File: src/bacr_pkg.sv
// Package with shared types, constants and scaling functions for the control ramp block.
`timescale 1ns / 1ps
`default_nettype none

package bacr_pkg;

    localparam int STEER_MIN_DEF    = 72;
    localparam int STEER_MAX_DEF    = 184;
    localparam int STEER_CENTRE_DEF = 128;
    localparam int PEDAL_LOW_DEF    = 48;
    localparam int PEDAL_HIGH_DEF   = 144;

    localparam logic [1:0] CFG_STEER_STEP = 2'd0;
    localparam logic [1:0] CFG_PEDAL_RATE = 2'd1;
    localparam logic [1:0] CFG_FIX_MODE   = 2'd2;

    localparam logic [3:0] STEER_STEP_RST = 4'd3;
    localparam logic [3:0] PEDAL_RATE_RST = 4'd4;

    localparam logic signed [9:0] SCALE_CENTRE = 10'sh080;
    localparam logic [7:0]        PEDAL_ZERO   = 8'h30;
    localparam logic [15:0]       STEER_RECIP  = 16'd37450;
    localparam logic [15:0]       PEDAL_RECIP  = 16'd43241;
    localparam logic [9:0]        STEER_LIMIT  = 10'h07F;
    localparam logic [9:0]        PEDAL_LIMIT  = 10'h0FF;

    typedef struct packed {
        logic left_held;
        logic right_held;
        logic accel_held;
        logic brake_held;
        logic crash_hold;
        logic crash_running;
    } item_t;

    // Steering scale is (pos - 0x80) * 0x100 / 0x70, truncated toward zero and saturated to +-0x7F.
    // The magnitude times 16/7 is formed with a reciprocal that is exact for every 8-bit magnitude.
    function automatic logic [7:0] scale_steer(input logic [7:0] pos);
        logic signed [9:0] diff;
        logic [7:0]        mag;
        logic [23:0]       prod;
        logic [9:0]        quo;
        logic [7:0]        lim;
        diff = $signed({2'b00, pos}) - SCALE_CENTRE;
        mag  = diff[9] ? 8'(-diff) : diff[7:0];
        prod = mag * STEER_RECIP;
        quo  = prod[23:14];
        lim  = (quo > STEER_LIMIT) ? STEER_LIMIT[7:0] : quo[7:0];
        return diff[9] ? 8'(-lim) : lim;
    endfunction

    // Pedal scale is (clamp(p) - 0x30) * 0x100 / 0x61, saturated to 0..0xFF.
    function automatic logic [7:0] scale_pedal(input logic [7:0] pos,
                                               input logic [7:0] low,
                                               input logic [7:0] high);
        logic [7:0]  p;
        logic [7:0]  mag;
        logic [23:0] prod;
        logic [9:0]  quo;
        p    = (pos > high) ? high : ((pos < low) ? low : pos);
        mag  = (p > PEDAL_ZERO) ? (p - PEDAL_ZERO) : 8'd0;
        prod = mag * PEDAL_RECIP;
        quo  = prod[23:14];
        return (quo > PEDAL_LIMIT) ? PEDAL_LIMIT[7:0] : quo[7:0];
    endfunction

endpackage

`default_nettype wire

File: src/button_to_analog_control_ramp_top.sv
// Top level of the button to analog control ramp block.
//
// Each input item carries one frame tick of button and crash flags. The
// block ramps the steering and pedal positions and returns one result item
// per input item with the positions and their scaled control values.
// The input and output channels use valid and stall; an item moves on a
// rising edge where valid is high and stall is low.
// The configuration channel writes the steering step, the pedal rate and
// the fix mode by index; the user must write only while the block is idle,
// which it does not enforce. It is always ready; other indexes are ignored.
// A result item passes from the input register to the result register and
// is valid once it is loaded there. The ramp, scaling and accumulator
// logic sits between the input register and the result register, so one
// item is accepted in every cycle while the receiver does not stall.
// Reset centres the steering, zeroes both pedals and the steering value, and
// loads the default register values.
// When the receiver stalls, the result holds, the input register keeps one
// more item, and then in_stall rises until the result is taken.
`timescale 1ns / 1ps
`default_nettype none

module button_to_analog_control_ramp_top #(
    parameter int STEER_MIN    = bacr_pkg::STEER_MIN_DEF,
    parameter int STEER_MAX    = bacr_pkg::STEER_MAX_DEF,
    parameter int STEER_CENTRE = bacr_pkg::STEER_CENTRE_DEF,
    parameter int PEDAL_LOW    = bacr_pkg::PEDAL_LOW_DEF,
    parameter int PEDAL_HIGH   = bacr_pkg::PEDAL_HIGH_DEF
) (
    input  wire logic        clk,
    input  wire logic        rst_n,
    input  wire logic        in_valid,
    output logic             in_stall,
    input  wire logic        left_held,
    input  wire logic        right_held,
    input  wire logic        accel_held,
    input  wire logic        brake_held,
    input  wire logic        crash_hold,
    input  wire logic        crash_running,
    output logic             out_valid,
    input  wire logic        out_stall,
    output logic [7:0]       steer_position,
    output logic [7:0]       accel_position,
    output logic [7:0]       brake_position,
    output logic signed [7:0] steer_value,
    output logic [7:0]       accel_value,
    output logic [7:0]       brake_value,
    input  wire logic        cfg_valid,
    output logic             cfg_ready,
    input  wire logic [1:0]  cfg_index,
    input  wire logic [3:0]  cfg_data
);

    logic [3:0]      steer_step_reg;
    logic [3:0]      pedal_rate_reg;
    logic            fix_mode_reg;
    logic            s1_valid_reg;
    bacr_pkg::item_t s1_item_reg;
    logic            out_valid_reg;
    logic [7:0]      steer_position_reg;
    logic [7:0]      accel_position_reg;
    logic [7:0]      brake_position_reg;
    logic [7:0]      steer_value_reg;
    logic [7:0]      accel_value_reg;
    logic [7:0]      brake_value_reg;
    logic            out_free;
    logic            s1_adv;
    logic            in_take;
    logic [7:0]      steer_pos_next;
    logic [7:0]      steer_scaled_next;
    logic [7:0]      accel_pos_next;
    logic [7:0]      accel_val_next;
    logic [7:0]      brake_pos_next;
    logic [7:0]      brake_val_next;

    assign cfg_ready = 1'b1;
    assign out_free  = !out_valid_reg || !out_stall;
    assign s1_adv    = s1_valid_reg && out_free;
    assign in_stall  = s1_valid_reg && !out_free;
    assign in_take   = in_valid && !in_stall;

    always_ff @(posedge clk or negedge rst_n)
    begin
        if (!rst_n)
        begin
            steer_step_reg <= bacr_pkg::STEER_STEP_RST;
            pedal_rate_reg <= bacr_pkg::PEDAL_RATE_RST;
            fix_mode_reg   <= 1'b0;
        end
        else if (cfg_valid && cfg_ready)
        begin
            case (cfg_index)
                bacr_pkg::CFG_STEER_STEP: steer_step_reg <= cfg_data;
                bacr_pkg::CFG_PEDAL_RATE: pedal_rate_reg <= cfg_data;
                bacr_pkg::CFG_FIX_MODE:   fix_mode_reg   <= cfg_data[0];
                default:                  ;
            endcase
        end
    end

    always_ff @(posedge clk or negedge rst_n)
    begin
        if (!rst_n)
        begin
            s1_valid_reg  <= 1'b0;
            out_valid_reg <= 1'b0;
        end
        else
        begin
            if (in_take)
            begin
                s1_valid_reg <= 1'b1;
            end
            else if (s1_adv)
            begin
                s1_valid_reg <= 1'b0;
            end
            if (s1_adv)
            begin
                out_valid_reg <= 1'b1;
            end
            else if (!out_stall)
            begin
                out_valid_reg <= 1'b0;
            end
        end
    end

    always_ff @(posedge clk)
    begin
        if (in_take)
        begin
            s1_item_reg <= '{left_held, right_held, accel_held, brake_held,
                             crash_hold, crash_running};
        end
        if (s1_adv)
        begin
            steer_position_reg <= steer_pos_next;
            accel_position_reg <= accel_pos_next;
            brake_position_reg <= brake_pos_next;
            steer_value_reg    <= steer_scaled_next;
            accel_value_reg    <= accel_val_next;
            brake_value_reg    <= brake_val_next;
        end
    end

    bacr_steer #(
        .STEER_MIN    (STEER_MIN),
        .STEER_MAX    (STEER_MAX),
        .STEER_CENTRE (STEER_CENTRE)
    ) u_steer (
        .clk         (clk),
        .rst_n       (rst_n),
        .adv         (s1_adv),
        .item        (s1_item_reg),
        .step        (steer_step_reg),
        .fix_mode    (fix_mode_reg),
        .pos_next    (steer_pos_next),
        .scaled_next (steer_scaled_next)
    );

    bacr_pedal #(
        .PEDAL_LOW  (PEDAL_LOW),
        .PEDAL_HIGH (PEDAL_HIGH)
    ) u_accel (
        .clk        (clk),
        .rst_n      (rst_n),
        .adv        (s1_adv),
        .held       (s1_item_reg.accel_held),
        .speed      (pedal_rate_reg),
        .pos_next   (accel_pos_next),
        .value_next (accel_val_next)
    );

    bacr_pedal #(
        .PEDAL_LOW  (PEDAL_LOW),
        .PEDAL_HIGH (PEDAL_HIGH)
    ) u_brake (
        .clk        (clk),
        .rst_n      (rst_n),
        .adv        (s1_adv),
        .held       (s1_item_reg.brake_held),
        .speed      (pedal_rate_reg),
        .pos_next   (brake_pos_next),
        .value_next (brake_val_next)
    );

    assign out_valid      = out_valid_reg;
    assign steer_position = steer_position_reg;
    assign accel_position = accel_position_reg;
    assign brake_position = brake_position_reg;
    assign steer_value    = $signed(steer_value_reg);
    assign accel_value    = accel_value_reg;
    assign brake_value    = brake_value_reg;

endmodule

`default_nettype wire

File: src/bacr_pedal.sv
// Pedal position ramp with saturation and scaled pedal value.
`timescale 1ns / 1ps
`default_nettype none

module bacr_pedal #(
    parameter int PEDAL_LOW  = bacr_pkg::PEDAL_LOW_DEF,
    parameter int PEDAL_HIGH = bacr_pkg::PEDAL_HIGH_DEF
) (
    input  wire logic       clk,
    input  wire logic       rst_n,
    input  wire logic       adv,
    input  wire logic       held,
    input  wire logic [3:0] speed,
    output logic [7:0]      pos_next,
    output logic [7:0]      value_next
);

    localparam logic [7:0] LOW8  = 8'(PEDAL_LOW);
    localparam logic [7:0] HIGH8 = 8'(PEDAL_HIGH);

    logic [7:0]        pos_reg;
    logic signed [9:0] inc;
    logic signed [9:0] sum;

    assign inc = $signed({4'b0000, speed, 2'b00});

    always_comb
    begin
        if (held)
        begin
            sum = $signed({2'b00, pos_reg}) + inc;
            pos_next = (sum > 10'sd255) ? 8'hFF : sum[7:0];
        end
        else
        begin
            sum = $signed({2'b00, pos_reg}) - inc;
            pos_next = sum[9] ? 8'h00 : sum[7:0];
        end
        value_next = bacr_pkg::scale_pedal(pos_next, LOW8, HIGH8);
    end

    always_ff @(posedge clk or negedge rst_n)
    begin
        if (!rst_n)
        begin
            pos_reg <= 8'h00;
        end
        else if (adv)
        begin
            pos_reg <= pos_next;
        end
    end

endmodule

`default_nettype wire

File: src/bacr_steer.sv
// Steering position ramp, change accumulator and held steering value.
`timescale 1ns / 1ps
`default_nettype none

module bacr_steer #(
    parameter int STEER_MIN    = bacr_pkg::STEER_MIN_DEF,
    parameter int STEER_MAX    = bacr_pkg::STEER_MAX_DEF,
    parameter int STEER_CENTRE = bacr_pkg::STEER_CENTRE_DEF
) (
    input  wire logic           clk,
    input  wire logic           rst_n,
    input  wire logic           adv,
    input  wire bacr_pkg::item_t item,
    input  wire logic [3:0]     step,
    input  wire logic           fix_mode,
    output logic [7:0]          pos_next,
    output logic [7:0]          scaled_next
);

    localparam logic signed [9:0] MIN10    = 10'(STEER_MIN);
    localparam logic signed [9:0] MAX10    = 10'(STEER_MAX);
    localparam logic signed [9:0] CENTRE10 = 10'(STEER_CENTRE);
    localparam logic [7:0]        CENTRE8  = 8'(STEER_CENTRE);

    logic [7:0]        pos_reg;
    logic [7:0]        prev_reg;
    logic [9:0]        sum_reg;
    logic [7:0]        scaled_reg;
    logic [7:0]        prev_next;
    logic [9:0]        sum_next;
    logic signed [9:0] p;
    logic signed [9:0] st;
    logic [9:0]        delta;
    logic [9:0]        sum_add;
    logic              big;
    logic [7:0]        scaled_new;

    assign st = $signed({6'b000000, step});

    always_comb
    begin
        p = $signed({2'b00, pos_reg});
        if (item.left_held)
        begin
            if (p > CENTRE10)
            begin
                p = CENTRE10;
            end
            p = p - st;
            if (p < MIN10)
            begin
                p = MIN10;
            end
        end
        else if (item.right_held)
        begin
            if (p < CENTRE10)
            begin
                p = CENTRE10;
            end
            p = p + st;
            if (p > MAX10)
            begin
                p = MAX10;
            end
        end
        else if (p < CENTRE10)
        begin
            p = p + st;
            if (p > CENTRE10)
            begin
                p = CENTRE10;
            end
        end
        else if (p > CENTRE10)
        begin
            p = p - st;
            if (p < CENTRE10)
            begin
                p = CENTRE10;
            end
        end
        if (p < MIN10)
        begin
            p = MIN10;
        end
        else if (p > MAX10)
        begin
            p = MAX10;
        end
        pos_next = p[7:0];
    end

    assign delta      = {2'b00, pos_next} - {2'b00, prev_reg};
    assign sum_add    = sum_reg + delta;
    assign big        = ($signed(sum_add) > 10'sd2) || ($signed(sum_add) < -10'sd2);
    assign scaled_new = item.crash_running ? 8'h00 : bacr_pkg::scale_steer(pos_next);

    always_comb
    begin
        prev_next   = prev_reg;
        sum_next    = sum_reg;
        scaled_next = scaled_reg;
        if (item.crash_hold)
        begin
            scaled_next = scaled_new;
        end
        else
        begin
            prev_next = pos_next;
            if (fix_mode || big)
            begin
                sum_next    = 10'd0;
                scaled_next = scaled_new;
            end
            else
            begin
                sum_next = sum_add;
            end
        end
    end

    always_ff @(posedge clk or negedge rst_n)
    begin
        if (!rst_n)
        begin
            pos_reg    <= CENTRE8;
            prev_reg   <= CENTRE8;
            sum_reg    <= 10'd0;
            scaled_reg <= 8'h00;
        end
        else if (adv)
        begin
            pos_reg    <= pos_next;
            prev_reg   <= prev_next;
            sum_reg    <= sum_next;
            scaled_reg <= scaled_next;
        end
    end

endmodule

`default_nettype wire

File: config.mk
export PLATFORM = sky130hd
export DESIGN_NAME = button_to_analog_control_ramp_top
export DESIGN_NICKNAME = d
export VERILOG_FILES = /design/src/bacr_pkg.sv /design/src/button_to_analog_control_ramp_top.sv /design/src/bacr_pedal.sv /design/src/bacr_steer.sv
export SDC_FILE = /design/constraint.sdc
export NUM_CORES = 1
export LEC_CHECK = 0
export BUFFER_PORTS_ARGS = -buffer_cell sky130_fd_sc_hd__clkbuf_2
export CAP_MARGIN = 20
export CORE_MARGIN = 2
export CORE_UTILIZATION = 57
export CTS_BUF_LIST = sky130_fd_sc_hd__clkbuf_4 sky130_fd_sc_hd__clkbuf_8
export CTS_CLUSTER_DIAMETER = 150
export DETAILED_ROUTE_END_ITERATION = 10
export PLACE_DENSITY = 0.75
export SETUP_SLACK_MARGIN = 0.2
export SKIP_LAST_GASP = 1
export SLEW_MARGIN = 0
export SYNTH_ARGS = -nofsm -noshare
export SYNTH_HDL_FRONTEND = slang
export SYNTH_SLANG_ARGS = --single-unit
File: constraint.sdc
create_clock -name clk -period 16.66 [get_ports clk]
set_input_delay 1.666 -clock clk [delete_from_list [all_inputs] [get_ports clk]]
set_output_delay 1.666 -clock clk [all_outputs]
set_load 0.05 [all_outputs]
Word level (Yosys, flattened, before mapping)
Index checks and enable logic that the tools add are counted.
{ "totals": {"reg_bits": 115, "input_bits": 17, "out_inout_bits": 51, "word_cells": 120} }
{ "op_classes": {"add_sub_neg": 15, "n_mul": 3, "order_cmp": 21, "n_eq_ne": 3, "mux": 38, "bitwise_logic": 1, "n_reduce_logical": 16} }
{ "ops": {"columns": ["cell", "n"], "rows": [
  ["8-bit two-way mux", 22],
  ["10-bit two-way mux", 12],
  ["10-bit by 9-bit > comparator with 1-bit output (second input constant)", 5],
  ["8-bit by 16-bit multiplier with 24-bit output (second input constant)", 2],
  ["8-bit > comparator (second input constant)", 3],
  ["8-bit by 15-bit multiplier with 23-bit output (second input constant)", 1],
  ["10-bit by 8-bit > comparator with 1-bit output (second input constant)", 2],
  ["10-bit by 8-bit less-than comparator with 1-bit output (second input constant)", 2],
  ["8-bit by 6-bit adder with 9-bit output", 2],
  ["8-bit by 6-bit subtractor with 9-bit output", 2],
  ["8-bit by 6-bit > comparator with 1-bit output (second input constant)", 2],
  ["8-bit by 6-bit less-than comparator with 1-bit output (second input constant)", 2],
  ["8-bit negation", 2],
  ["8-bit by 6-bit subtractor with 8-bit output (second input constant)", 2],
  ["10-bit adder", 1],
  ["10-bit by 5-bit adder with 10-bit output", 1],
  ["10-bit by 3-bit > comparator with 1-bit output (second input constant)", 1],
  ["10-bit by 7-bit > comparator with 1-bit output (second input constant)", 1],
  ["10-bit by 2-bit less-than comparator with 1-bit output (second input constant)", 1],
  ["10-bit by 9-bit less-than comparator with 1-bit output (second input constant)", 1],
  ["10-bit by 5-bit subtractor with 10-bit output", 1],
  ["8-bit by 4-bit adder with 9-bit output", 1],
  ["8-bit by 4-bit subtractor with 9-bit output", 1],
  ["8-bit by 8-bit subtractor with 9-bit output", 1],
  ["13 further kinds", 26]
]} }

Logic depth before layout (Yosys ltp)
Gate-level depths: netlist (run 1).
{ "depth": {"word_depth": 23, "ltp_mapped": 52, "mapped_depth_nobuf": 49} }

Cells and area by module
A second synthesis (run 1) with hierarchy kept.
{ "unflattened": {"cells_unflattened": 1477, "area_unflattened_um2": 13643.1} }
{ "modules_own_cells": {"columns": ["module", "n_inst", "cells_per_inst", "area_per_inst_um2", "seq_area_each_um2"], "rows": [
  ["bacr_steer", 1, 717, 5695.5, 853.3],
  ["bacr_pedal at u_brake", 1, 339, 2954.1, 200.2],
  ["bacr_pedal at u_accel", 1, 336, 2910.3, 200.2],
  ["button_to_analog_control_ramp_top", 1, 85, 2083.2, 1900.6]
]} }

Worst setup path after synthesis (run 1)
OpenSTA, ideal clock, no wires.
{ "synth_path": {"path_kind": "reg-to-reg", "startpoint": "register u_steer.pos_reg[7]", "endpoint": "register steer_value_reg[4], in the netlist steer_value[4], data pin", "setup_time_ps": 258, "arrival_time_ps": 9679, "required_time_ps": 16402, "setup_slack_ps": 6723, "path_stages_with_launch": 48, "path_buffers": 5, "period_less_slack_ps": 9937, "cell_sequence": "dfstp_2 buf_2 buf_1 clkbuf_1 nor2_1 fa_1 a21o_1 a21oi_2 xnor2_1 o21ai_0 a221oi_1 a21oi_1 o22ai_1 ha_1 nor2b_1 clkbuf_1 nand2_1 o22a_1 [... 12 more ...] fa_1 inv_1 ha_1 ha_1 clkbuf_1 a21o_1 a21oi_1 nor2b_1 o21ai_0 nand2b_1 a211oi_1 nand2_2 a31oi_1 ha_1 o21ai_1 mux2_1 o22ai_1 o21ai_1"} }
{ "synth_via": {"elab_chain_cells": 23, "word_cells_on_any_way": 44, "classes_between": "add/sub (9); mul (1); order compare (11); mux (21); reduce/logical (2)"} }
{ "synth_rtl": {"columns": ["element", "line", "source"], "rows": [
  ["from (decl)", "bacr_steer.sv:25", "logic [7:0] pos_reg;"],
  ["from (signal assigned)", "bacr_steer.sv:134", "pos_reg <= pos_next;"],
  ["8-bit less-than comparator", "bacr_steer.sv:57, bacr_steer.sv:67", null],
  ["8-bit two-way mux", "bacr_steer.sv:57", "if (p < CENTRE10)"],
  ["10-bit two-way mux", "bacr_steer.sv:55", "else if (item.right_held)"],
  ["10-bit two-way mux", "bacr_steer.sv:43", "if (item.left_held)"],
  ["10-bit by 5-bit adder with 10-bit output", "bacr_steer.sv:61", "p = p + st;"],
  ["10-bit by 9-bit > comparator with 1-bit output", "bacr_steer.sv:62", "if (p > MAX10)"],
  ["10-bit two-way mux", "bacr_steer.sv:62", null],
  ["10-bit two-way mux", "bacr_steer.sv:55", null],
  ["[... 8 more ...]", null, null],
  ["10-bit by 7-bit > comparator with 1-bit output", "bacr_pkg.sv:48", "lim = (quo > STEER_LIMIT) ? STEER_LIMIT[7:0] : quo[7:0];"],
  ["8-bit two-way mux", "bacr_pkg.sv:48", null],
  ["8-bit negation", "bacr_pkg.sv:49", "return diff[9] ? 8'(-lim) : lim;"],
  ["8-bit two-way mux", "bacr_pkg.sv:49", null],
  ["8-bit two-way mux", "bacr_steer.sv:97", "assign scaled_new = item.crash_running ? 8'h00 : bacr_pkg::scale_steer(pos_next);"],
  ["8-bit two-way mux", "bacr_steer.sv:111", "if (fix_mode || big)"],
  ["8-bit two-way mux *", "bacr_steer.sv:104", "if (item.crash_hold)"],
  ["net steer_scaled_next[4]", "button_to_analog_control_ramp_top.sv:69", "logic [7:0] steer_scaled_next;"],
  ["to (signal assigned)", "button_to_analog_control_ramp_top.sv:140", "steer_value_reg <= steer_scaled_next;"],
  ["to (decl)", "button_to_analog_control_ramp_top.sv:62", "logic [7:0] steer_value_reg;"]
]} }
The timed path passes the listed nets; every way through them passes the cells marked *. The select of a mux whose other input is x is not followed.
A chain may end at the register's enable or synchronous reset.

Worst setup path in the final report (run 1)
Ends and elaborated chain as after synthesis.

==> results.toml, run 1 <==
[sta]
fin_crit_ps = 11410
slew_viol_final = 0
fin_worst_skew_ps = 14.2
relSlewSlack = 0.349
fin_crit_sh = 0.685
grt_setup_unrepaired = "no"
fmax_mhz = 87.7
setup-tns-final_ps = 0
hold_viol_final = 0
finalSetupViolations = 0
tightestPinTransition_ps = 977

[synth]
synth.distinct_cells = 87
synth_commonest_cells = "212 x ha_1, 200 x inv_1, 112 x nand2_1"
ys_ff_latch = 115
syn_area_per_cell_sq_um = 9.12
async_reset_ff_frac = 0.530
synth.most_common_cell = "ha_1"
synth-edff-count = 54
netlist_area_sq_mm = 0.0130
synth.top_cells.by_area = "ha_1 20%, edfxtp_1 12%, dfrtp_1 11%, fa_1 9.4%, inv_1 5.8%"
post_synth_inst_count = 1424
seq_area_frac_synth = 0.243
synth.top_cell.area_share = 0.204
synth_warnings = 0
yosys.area.top_type = "ha_1"
synth_ff_type = "dfrtp_1"

[setup_path]
end_kind = "register"
timing.rr.end = "steer_value[4]$_DFFE_PP_"
cp_max_fo = 30
cpPeakStageDelay_ps = 880
critPathBufInv = 4
critPathKind = "reg2reg"
reg2regPathDepth = 45
critPathTopFamily = "compound AO/OA/AOI/OAI gates"
cp-start-kind = "register"
worstReg2RegStart = "u_steer.pos_reg[7]$_DFFE_PN1P_"
r2r_slack_ps = 5250
cp_data_arrival_time_ps = 11600
cp_common_cell = "ha_1"
required_ps = 16850
critPathSlowestCell = "dfstp_2"

[floorplan]
chipHeight_um = 155
start_util = 0.577
boundaryPins = 68
num_rows = 55
die-width_um = 155
die_area_sq_mm = 0.0240
core_area_sq_mm = 0.0225

[layout]
drive_above_1_share = 0.110
fin_nets = 1784
largest_reg_flops = 10
diodes = 0
area_growth_pct = 8.27
layout.cells.non_filler = 1792

[global_routing]
grt_pass1_vias = 10400
grt_max_degree = 62
overflow = 0
grt_first_pass_wirelength_um = 49300
antenna_found_initial = 0
grtUsageTotal = 0.253

[clock_tree]
cts.clk_slew.worst_paths_ps = 70
insertion_delay_ps = 440
holdBufCountCts = 0
cts-resized-gates = 0
cts_buffer_depth = 2
cts_buffers = 17
htreeDepth = 4
cts_num_sinks = 115
cts_tree = "built"
clockRootBuffer = "clkbuf_8"
cts_setup_buffers = 0

[status]
outcome = "finished clean"

[routing]
wl_per_cell_um = 16.3
wirelength_um = 29200
vias_per_cell = 5.76
ant_nets = 0
dr.pass1.iters = 5
drc = 0
vias = 10300
drt_iter0_markers = 547

[hold_path]
hp-class = "reg2reg"
min_from = "u_steer.scaled_reg[2]$_DFFE_PN0P_"
hold-path-endpoint = "u_steer.scaled_reg[2]$_DFFE_PN0P_"
whs_path_depth = 2

[place]
dp_cells = 1760
gp_congestion = 0.912
io_buffers = 66
hpwl_um = 22700

[run]
max_cap_viol_count = 0
[per-stage QoR]
stage	cell area [sq um]	utilization	worst slack, ps	hold WS (ps)
6_report	14100	0.625	5250	483
4_1_cts	14100	0.625	5370	485
2_1_floorplan	13100	-	6720	443
3_3_place_gp	13600	0.605	5790	461
5_1_grt	14100	0.625	4330	507
3_5_place_dp	13600	0.605	5420	468
[final cells by class]
cell class	instances	area, sq um
clock buffers	20	256
clock inverters	12	186
fillers	1864	8450
inverters	202	758
multi-input cells	1087	8970
flip-flops and latches	115	3150
well taps	285	357
repair buffers	71	368
[how the worst max path moves through the flow]
stage / start / endpoint / slack (ps) / depth (start not counted)
after floorplan: u_steer.pos_reg[7]$_DFFE_PN1P_ / steer_value[4]$_DFFE_PP_ / 6720 / 47
after global placement: u_steer.pos_reg[7]$_DFFE_PN1P_ / steer_value[4]$_DFFE_PP_ / 5790 / 45
after detailed placement: u_steer.pos_reg[7]$_DFFE_PN1P_ / steer_value[4]$_DFFE_PP_ / 5420 / 45
after CTS: u_steer.pos_reg[7]$_DFFE_PN1P_ / steer_value[4]$_DFFE_PP_ / 5370 / 45
after global routing: u_steer.pos_reg[7]$_DFFE_PN1P_ / steer_value[4]$_DFFE_PP_ / 4330 / 45
final: u_steer.pos_reg[7]$_DFFE_PN1P_ / steer_value[4]$_DFFE_PP_ / 5250 / 45
[worst register-to-register path, delay by kind of cell, from the launching register on]
kind / cells / cell delay [ps]
DFF: 1 / 880
and+or+nand+nor: 11 / 2180
muxes: 1 / 320
xor gates and xnor gates: 2 / 430
adders and majority gates: 9 / 2800
AOI/OAI and AO/OA: 18 / 3970
buffers and inverters: 4 / 560
[cell families (layout without fill, tap and decap cells)]
| family | count (synthesis) | count (layout) | share of synthesized area |
|---|---|---|---|
| AND/OR/NAND/NOR | 387 | 387 | 0.151 |
| adder cells (fa/ha/maj) | 273 | 273 | 0.298 |
| other | 2 | 22 | 0.000579 |
| XOR/XNOR | 49 | 49 | 0.0331 |
| buffers and inverters | 242 | 305 | 0.0714 |
| flip-flops | 115 | 115 | 0.243 |
| AO/OA/AOI/OAI | 328 | 328 | 0.179 |
| multiplexers | 28 | 28 | 0.0229 |
[placed cells by master, fill, tap and decap left out, types with 11 or more instances in the layout]
cell type    n
mux2i_1     14
nor2_1      83
fa_1        61
clkbuf_8    17
dfrtp_1     56
and2_1      14
o31ai_1     13
edfxtp_1    54
or3_1       12
nand2_1    112
clkbuf_2    65
xor2_1      21
nor2b_1     24
inv_1      199
o21ai_1     11
a21oi_1     58
or2_2       11
nand2b_1    31
ha_1       212
and3_1      11
xnor2_1     28
o21ai_0     76
conb_1      22
o21a_1      18
nor3_1      30
nand3_1     18
mux2_2      13
a21o_1      28
[metal layers]
metal / track usage / share of wire / vias up
met4: 0.0988 / 0.030 / 0
met5: 0 / 0 / -
met2: 0.437 / 0.48 / 268
met3: 0.0357 / 0.042 / 59
li1: - / - / 5108
met1: 0.322 / 0.45 / 4890
Power of run 1 is not shown: default switching activity piles up to over one toggle a cycle in this logic, so the estimate is an artifact.
==> run 2, diff against run 1 <==
--- a/config.mk
+++ b/config.mk
@@ -5,6 +5,7 @@
 export SDC_FILE = /design/constraint.sdc
 export NUM_CORES = 1
 export LEC_CHECK = 0
+export ABC_AREA = 1
 export BUFFER_PORTS_ARGS = -buffer_cell sky130_fd_sc_hd__clkbuf_2
 export CAP_MARGIN = 20
 export CORE_MARGIN = 2
@@ -12,7 +13,7 @@
 export CTS_BUF_LIST = sky130_fd_sc_hd__clkbuf_4 sky130_fd_sc_hd__clkbuf_8
 export CTS_CLUSTER_DIAMETER = 150
 export DETAILED_ROUTE_END_ITERATION = 10
-export PLACE_DENSITY = 0.75
+export PLACE_DENSITY = 0.78
 export SETUP_SLACK_MARGIN = 0.2
 export SKIP_LAST_GASP = 1
 export SLEW_MARGIN = 0
==> constraint.sdc (replaced) <==
create_clock -name clk -period 9.2 [get_ports clk]
set_input_delay 0.92 -clock clk [delete_from_list [all_inputs] [get_ports clk]]
set_output_delay 0.92 -clock clk [all_outputs]
set_load 0.05 [all_outputs]
==> run 2 against run 1 <==
  * Clock skew is 4.0 ps lower
  * Die area shrank 0.35%
  * Critical path depth increased by 8
  * Flip-flop and latch count unchanged
  * Largest cell class unchanged
  * Synthesized area fell by 0.36%
==> results.toml, run 2 <==
[routing]
drt_iter0_markers = 664
ant_nets = 0
drc = 0
vias = 10900
vias_per_cell = 5.30
wl_per_cell_um = 14.3
wirelength_um = 29400
dr.pass1.iters = 6

[clock_tree]
cts_buffers = 17
holdBufCountCts = 0
cts.clk_slew.worst_paths_ps = 80
htreeDepth = 4
cts_buffer_depth = 2
clockRootBuffer = "clkbuf_8"
cts_tree = "built"
cts_num_sinks = 115
insertion_delay_ps = 460

[floorplan]
die-width_um = 155
start_util = 0.577
die_area_sq_mm = 0.0239
num_rows = 55
boundaryPins = 68
chipHeight_um = 155
core_area_sq_mm = 0.0224

[sta]
grt_setup_unrepaired = "no"
finalSetupViolations = 0
setup-tns-final_ps = 0
hold_viol_final = 0
worst_slack_ps = 842
slew_viol_final = 0
relSlewSlack = 0.338
fmax_mhz = 120
fin_worst_skew_ps = 10.2
fin_crit_sh = 0.908
tightestPinTransition_ps = 994
fin_crit_ps = 8360

[synth]
synth_ff_type = "dfrtp_1"
synth_commonest_cells = "352 x nand2_1, 327 x inv_1, 212 x ha_1"
async_reset_ff_frac = 0.530
synth.distinct_cells = 58
netlist_area_sq_mm = 0.0129
synth.top_cell.area_share = 0.205
synth.most_common_cell = "nand2_1"
synth.top_cells.by_area = "ha_1 21%, edfxtp_1 13%, dfrtp_1 11%, nand2_1 10%, inv_1 9.5%"
ys_ff_latch = 115
yosys.area.top_type = "ha_1"
seq_area_frac_synth = 0.244
syn_area_per_cell_sq_um = 7.85
synth_warnings = 0
synth-edff-count = 54
post_synth_inst_count = 1647

[setup_path]
critPathSlowestCell = "dfstp_2"
required_ps = 9410
cp_max_fo = 6
cp_data_arrival_time_ps = 8560
r2r_slack_ps = 840
end_kind = "register"
critPathKind = "reg2reg"
cpPeakStageDelay_ps = 560
cp-start-kind = "register"
cp_common_cell = "nand2_1"

[place]
gp_congestion = 0.952
dp_slack_ps = 562
io_buffers = 66
hpwl_um = 23200

[status]
outcome = "finished clean"

[layout]
ff_latch_area_sq_mm = 0.00316
layout_common_cells = "352 x nand2_1, 324 x inv_1, 211 x ha_1, 95 x nor2_1, 83 x o21ai_0"
n_fill_cell = 2018
final_core_util = 0.635
multi_input_area_sq_mm = 0.00854
area_growth_pct = 10.2
largest_reg_flops = 10
diodes = 0
final_common_cell = "nand2_1"
fin_nets = 2048
drive_above_1_share = 0.111

[global_routing]
grt_first_pass_wirelength_um = 50100
grt_pass1_vias = 10800
grtUsageTotal = 0.257
grt_max_degree = 81
antenna_found_initial = 0
overflow = 0

[run]
max_cap_viol_count = 0

[hold_path]
hp-class = "reg2reg"
## run 2: cell count changes after synthesis, sizes merged, moves of 15 or more
cell    before  now
nand2      113  365
inv        202  335
nand3       18   68
nand2b      31    0
nor2        83  109
clkbuf      33    9
nor2b       24    0
a21o        28    9
xor2        21   38
nand4        9   25
a21oi       60   75
o21a        18    3
## run 2: routing by layer
| metal | share of wire | up-vias | global-route usage |
|---|---|---|---|
| li1 | - | 5522 | - |
| met1 | 0.46 | 5051 | 0.344 |
| met2 | 0.47 | 254 | 0.432 |
| met3 | 0.041 | 60 | 0.0350 |
| met4 | 0.029 | 0 | 0.0860 |
| met5 | 0 | - | 0 |
## run 2: kinds of logic after synthesis
kind of cell | Yosys count | synth area share
flops | 115 | 0.244
buf+inv | 358 | 0.105
simple gates | 601 | 0.202
fa+ha+maj | 273 | 0.300
xor+xnor | 59 | 0.0405
compound gates | 239 | 0.108
other cells | 2 | 0.000581
## run 2: worst paths after layout
path | startpoint | to | depth (start not counted)
max in group asynchronous | rst_n | u_steer.pos_reg[4]$_DFFE_PN0P_ | 2
min in group asynchronous | rst_n | s1_valid_reg$_DFFE_PN0P_ | 2
max reg2reg | u_steer.pos_reg[7]$_DFFE_PN1P_ | steer_value[6]$_DFFE_PP_ | 53
min | u_steer.scaled_reg[3]$_DFFE_PN0P_ | u_steer.scaled_reg[3]$_DFFE_PN0P_ | 2
max | u_steer.pos_reg[7]$_DFFE_PN1P_ | steer_value[6]$_DFFE_PP_ | 53
min reg2reg | u_steer.scaled_reg[3]$_DFFE_PN0P_ | u_steer.scaled_reg[3]$_DFFE_PN0P_ | 2
## run 2: repair_timing
action,in CTS,in global routing
setup endpoints to repair,0,16
resized for setup,0,22
setup buffers,0,10
## run 2: critical path: cells and delay by family (launching register included)
kind,cells,cell delay [ps]
xor gates and xnor gates,3,600
DFF,1,560
adders and majority gates,8,2650
and+or+nand+nor,26,2550
buffers and inverters,11,860
AOI/OAI and AO/OA,5,850
## run 2: final cells by class
cell class	instances	share of cell area
tap	285	0.0250
timing repair buffer	91	0.0363
inverter	339	0.0895
clock inverter	12	0.00966
multi-input combinational	1194	0.599
clock buffer	20	0.0184
sequential	115	0.222
## run 2: metrics by stage
step	hold WS, ps	instances	area [sq um]
after global routing	513	2056	14300
final	490	2056	14300
after detailed placement	470	2014	13700
after CTS	489	2046	14100
after global placement	464	2014	13700
after floorplan	434	1667	13000
Power of run 2 is left out for the same reason.
